## src/sv/assert_macros.svh

```systemverilog
// ----------------------------------------------------------------------------
// assertion macros
// shared concurrent assertion forms, clocked and held off during reset
// ----------------------------------------------------------------------------
`ifndef ASSERT_MACROS_SVH
`define ASSERT_MACROS_SVH

// same-cycle implication
`define ASSERT_IMPLIES(label, clk, rst_n, ante, cons, msg) \
    label: assert property (@(posedge clk) disable iff (!rst_n) (ante) |-> (cons)) \
        else $error(msg);

// next-cycle implication
`define ASSERT_NEXT(label, clk, rst_n, ante, cons, msg) \
    label: assert property (@(posedge clk) disable iff (!rst_n) (ante) |=> (cons)) \
        else $error(msg);

`endif

```

## src/sv/htd_pkg.sv

```systemverilog
// ----------------------------------------------------------------------------
// htd_pkg
// types and constants shared by the huffman tree decoder modules
// ----------------------------------------------------------------------------
package htd_pkg;

    localparam int IDX_W     = 9;
    localparam int SYM_W     = 8;
    localparam int CHAR_W    = 8;
    localparam int S_TDATA_W = 48;
    localparam int M_TDATA_W = 8;

    localparam logic [CHAR_W-1:0] CODE_LEFT  = 8'h30;
    localparam logic [CHAR_W-1:0] CODE_RIGHT = 8'h31;

    localparam logic ACT_LOAD   = 1'b0;
    localparam logic ACT_DECODE = 1'b1;

    typedef struct packed {
        logic [IDX_W-1:0] left;
        logic [IDX_W-1:0] right;
        logic             leaf;
        logic [SYM_W-1:0] sym;
    } t_node;

    typedef enum logic [1:0] {
        RD_NONE,
        RD_POS,
        RD_NEXT,
        RD_ROOT
    } t_rd_sel;

    typedef struct packed {
        logic    accept;
        t_rd_sel rd_sel;
        logic    cur_from_rd;
        logic    char_from_in;
        logic    step;
        logic    emit;
    } t_cmd;

    typedef struct packed {
        logic cur_valid;
        logic leaf;
        logic out_free;
    } t_status;

endpackage

```

## src/sv/htd_ctrl.sv

```systemverilog
// ----------------------------------------------------------------------------
// htd_ctrl
// sequencer for node loads and tree walk steps
// ----------------------------------------------------------------------------
module htd_ctrl (
    input  logic             i_clk,
    input  logic             i_rst_n,
    input  logic             i_s_tvalid,
    input  logic             i_s_tuser,
    output logic             o_s_tready,
    input  htd_pkg::t_status i_status,
    output htd_pkg::t_cmd    o_cmd
);

    typedef enum logic [1:0] {
        S_IDLE,
        S_FETCH,
        S_CHECK
    } t_state;

    t_state r_state;
    t_state n_state;
    logic   r_ready;
    logic   acc;

    assign acc = i_s_tvalid && r_ready;

    always_comb begin
        n_state            = r_state;
        o_cmd.accept       = 1'b0;
        o_cmd.rd_sel       = htd_pkg::RD_NONE;
        o_cmd.cur_from_rd  = 1'b0;
        o_cmd.char_from_in = 1'b0;
        o_cmd.step         = 1'b0;
        o_cmd.emit         = 1'b0;
        case (r_state)
            S_IDLE: begin
                o_cmd.accept = acc;
                if (acc && (i_s_tuser == htd_pkg::ACT_DECODE)) begin
                    if (i_status.cur_valid) begin
                        // current node on hand: go straight to the child
                        o_cmd.rd_sel       = htd_pkg::RD_NEXT;
                        o_cmd.char_from_in = 1'b1;
                        n_state            = S_CHECK;
                    end else begin
                        o_cmd.rd_sel = htd_pkg::RD_POS;
                        n_state      = S_FETCH;
                    end
                end
            end
            S_FETCH: begin
                o_cmd.rd_sel      = htd_pkg::RD_NEXT;
                o_cmd.cur_from_rd = 1'b1;
                n_state           = S_CHECK;
            end
            S_CHECK: begin
                if (i_status.leaf) begin
                    if (i_status.out_free) begin
                        o_cmd.emit   = 1'b1;
                        o_cmd.rd_sel = htd_pkg::RD_ROOT;
                        n_state      = S_IDLE;
                    end
                end else begin
                    o_cmd.step = 1'b1;
                    n_state    = S_IDLE;
                end
            end
            default: begin
                n_state = S_IDLE;
            end
        endcase
    end

    always_ff @(posedge i_clk) begin
        if (!i_rst_n) begin
            r_state <= S_IDLE;
            r_ready <= 1'b1;
        end else begin
            r_state <= n_state;
            r_ready <= (n_state == S_IDLE);
        end
    end

    assign o_s_tready = r_ready;

endmodule

```

## config.mk

```make
export PLATFORM = sky130hd
export DESIGN_NAME = htd_ctrl
export DESIGN_NICKNAME = d
export VERILOG_FILES = /design/src/sv/assert_macros.svh /design/src/sv/htd_pkg.sv /design/src/sv/htd_ctrl.sv
export SDC_FILE = /design/constraint.sdc
export NUM_CORES = 1
export LEC_CHECK = 0
export ABC_AREA = 1
export BUFFER_PORTS_ARGS = -buffer_cell sky130_fd_sc_hd__buf_2
export CORE_AREA = 10 10 47 49
export DETAILED_ROUTE_END_ITERATION = 12
export DIE_AREA = 0 0 57 59
export SYNTH_ARGS = -nofsm -noshare
export SYNTH_HDL_FRONTEND = slang
export SYNTH_SLANG_ARGS = --single-unit
```

## constraint.sdc

```tcl
create_clock -name i_clk -period 2.64 [get_ports i_clk]
set_clock_uncertainty 0.1 [all_clocks]
set_input_delay 0.66 -clock i_clk [delete_from_list [all_inputs] [get_ports i_clk]]
set_output_delay 0.66 -clock i_clk [all_outputs]
set_load 0.005 [all_outputs]
```

Word level (Yosys, flattened, before mapping)

Index checks and enable logic that the tools add are counted.

Register bits: 3
Bits of input ports: 7
Output and inout port bits: 8
Word-level logic and storage cells: 26

Equality and inequality tests: 2
Mux-type cells: 18
Reduce and logical (&&, ||, !) cells: 4

Operators with widths:

| cell                                                 | number |
|---|---|
| 2-to-1 mux 2 bit                                     | 8 |
| case mux 2 bit (3 select lines)                      | 2 |
| 2-to-1 mux 1 bit                                     | 8 |
| logical NOT 2 bit                                    | 2 |
| equality test 2 x 1 -> 1 bit (second input constant) | 1 |
| equality test 2 bit (second input constant)          | 1 |
| logical AND 1 bit                                    | 2 |

Logic depth before layout (Yosys ltp)

Word-level depth: 5
Mapped depth: 6
Gate-level depth less buffers: 6

Worst setup path before layout

Ideal clock, no wire load.

Path type: input to output
Start: input i_s_tuser
End: output o_cmd[5] in the netlist's numbering
Data arrival time: 1.009 ns
Path slack: 0.871 ns
Stages on the path: 3
Path buffers: 0
Path through: nand2_1 nand3b_2 nand2_1

RTL lines:

| element         | line           | source |
|---|---|---|
| start, declared | htd_ctrl.sv:9  | `input logic i_s_tuser,` |
| end, declared   | htd_ctrl.sv:12 | `output htd_pkg::t_cmd o_cmd` |

==> results.md <==
* Sequential Area at 60.06 µm²
* Post-DRT Antenna Nets at 0
* Port bufs at 14
* Syn_nets at 39
* Largest family of logic cells by synthesized area: simple AND/OR/NAND/NOR gates
* Initial antenna violation count at 0
* Unique cell type count in the Yosys netlist at 9
* Critical Path End Type: output pin
* Max-slew headroom at 0.8966
* Top cell type's share of synthesized area at 0.3097
* Compound-Gate Fraction of Synth Area at 0.04516
* CTS Sinks at 3
* Yosys top cell by area: dfxtp_1
* Mux contribution to synthesized area at 0
* Core area at 1401 µm²
* RSZ-0062 raised after global routing: false
* Largest net degree at the start of global routing at 5
* Mean Syn Cell Area at 6.061 µm²
* Critical path class: input pin to output pin
* IO Pins at 15
* Post-Syn Area at 193.9 µm²
* Post-synthesis simple-gate area fraction at 0.4903
* Synth Flop Type: dfxtp_1
* Fillers at 182
* CTS H-Tree Depth at 1
* Die area at 3363 µm²
* Synth Instances at 32
* Max Freq at 500.3 MHz
* Share of cells above drive strength 1 at 0.4400
* Hold WC Path Type: input pin to register
* Initial core utilization at 0.1384
* DIE HEIGHT at 59 µm
* Status: finished, final reports clean
* Multi-input logic area at 103.9 µm²
* Total inserted antenna cells at 0
* Slowest CP cell: nand3b_2
* Post CTS Setup Buffer Count at 0
* Num CTS Buffers at 3
* Hold_buf cts at 0
* GRT overflow at 0
* Number of flops mapped to enable cells by yosys at 0
* TritonCTS clock tree: built
* Slew Limit Fails at 0
* CTS max path bufs at 2
* Maximum capacitance violations at 0
* Gr usage total at 0.03972
* Num rows at 14
* Clock root buffer: clkbuf_4
* Setup crit start kind: input pin
* Sequential area share after synthesis at 0.3097
* Clock period minus worst slack at 1.999 ns
* Drt initial violations at 0
* Crit path max fanout at 4
* Post-synthesis xor/xnor area fraction at 0
* DRC Markers at 0
* FF+latch count, synth at 3
* Post-route cell area at 310.3 µm²
* Slew @ Worst Pin at 0.1549 ns
* Vias in the first global route at 258
* YS warnings at 0
* DP HPWL at 543.3 µm
* First-pass GRT wire length at 986 µm
* Adder-Cell Fraction of Synth Area at 0
* Async S/R FF share, synth at 0
* Commonest cells in the netlist: inv_1, nand2_1, nor2_1
* Final setup TNS at 0 ns
* Drt wl/cell at 9.545 µm
* Max rail drop VDD at 0.0001677 V
* Clock Latency Late Sink at 0.23 ns
* Final period utilization at 0.7572
* Largest stage delay, worst path at 0.24 ns
* GP Congestion at 0.6290
* Clock-pin slew on the worst setup and hold paths at 0.04 ns
* Die Wd at 57 µm
* CP required at 1.88 ns
* Detailed Route WL at 630 µm
* Cts repair resizes at 0
* Initial DRT Pass Iterations at 1
* Pwr/cell area at 513.7 nW/µm²
* Via-to-Cell Ratio at 3.667
* Synth area leaders: dfxtp_1, inv_1, nand2_1
* Static leakage at 0.2043 nW
* Layout net count at 58
* Vias at 242
* Final Hold Viols at 0
* Crit path cell chain: buf_2 > nand2_1 > nand3b_2 > nand2_1 > buf_2
* Area grow syn2layout at 60.00%
* Area after DPL at 284.0 µm²
* Worst path arrival time at 1.24 ns
* Setup violators final at 0
-- power breakdown --
group	internal [mW]	switching [mW]	leakage [nW]	total, mW
registers	0.0478	0.00157	0.0245	0.0494
logic	0.0131	0.0151	0.165	0.0282
clock network	0.0567	0.0251	0.0150	0.0818
-- per-layer routing --
| metal | vias up | part of all wire | GRT usage |
|---|---|---|---|
| met5 | - | 0 | 0 |
| met4 | 0 | 0 | 0.04027 |
| met3 | 0 | 0.12 | 0.03004 |
| met2 | 10 | 0.49 | 0.05891 |
| met1 | 102 | 0.38 | 0.03318 |
| li1 | 130 | - | - |
-- cell usage in the layout, fill, tap and decap left out --
cell and count:
buf_2 14, inv_1 8, nand2_1 8, nor2_1 5
nor2_2 3, clkbuf_4 3, dfxtp_1 3, nand3_1 2
nand4_1 1, nand3b_2 1, a21oi_2 1, clkbuf_1 1
-- flip-flops by register name (all words and copies together), names as in the netlist --
register    flops
r_state         2
o_s_tready      1
-- cell type report --
type                    instances  share of cell area
clock buffers                   4             0.08468
inverters                       8             0.09677
multi-input cells              21              0.3347
flip-flops and latches          3              0.1935
well taps                      16             0.06452
repair buffers                 14              0.2258
-- path summary, 6_finish.rpt --
check | startpoint | to | slack, ns | cells after the start
setup / recovery | i_s_tuser | o_cmd[5] | 0.64 | 5
hold / removal | i_rst_n | o_s_tready | 0.50 | 2
setup reg to reg | r_state[1] | o_s_tready | 1.62 | 4
hold reg to reg | r_state[0] | r_state[1] | 0.50 | 3
-- stage by stage --
stage / std cells / total power, mW / util / hold slack [ns] / worst slack [ns]
after floorplan: 32 / 0.06473 / - / 0.4594 / 0.8713
after global placement: 62 / 0.07867 / 0.2027 / 0.4928 / 0.6301
after detailed placement: 62 / 0.07893 / 0.2027 / 0.5116 / 0.6363
after CTS: 66 / 0.1639 / 0.2214 / 0.4955 / 0.6315
after global routing: 66 / 0.1725 / 0.2214 / 0.5060 / 0.5749
final: 66 / 0.1594 / 0.2214 / 0.4999 / 0.6410
-- cell families (layout without fill, tap and decap cells) --
kind of cell	after synthesis	count (layout)
flops	3	3
compound gates	1	1
simple gates	20	20
buf+inv	8	26
-- critical path: cells and delay by family --
| family | cells | cell delay [ns] |
|---|---|---|
| simple gates | 3 | 0.38 |
| buf+inv | 2 | 0.20 |
(Power assumes the default switching activity.)
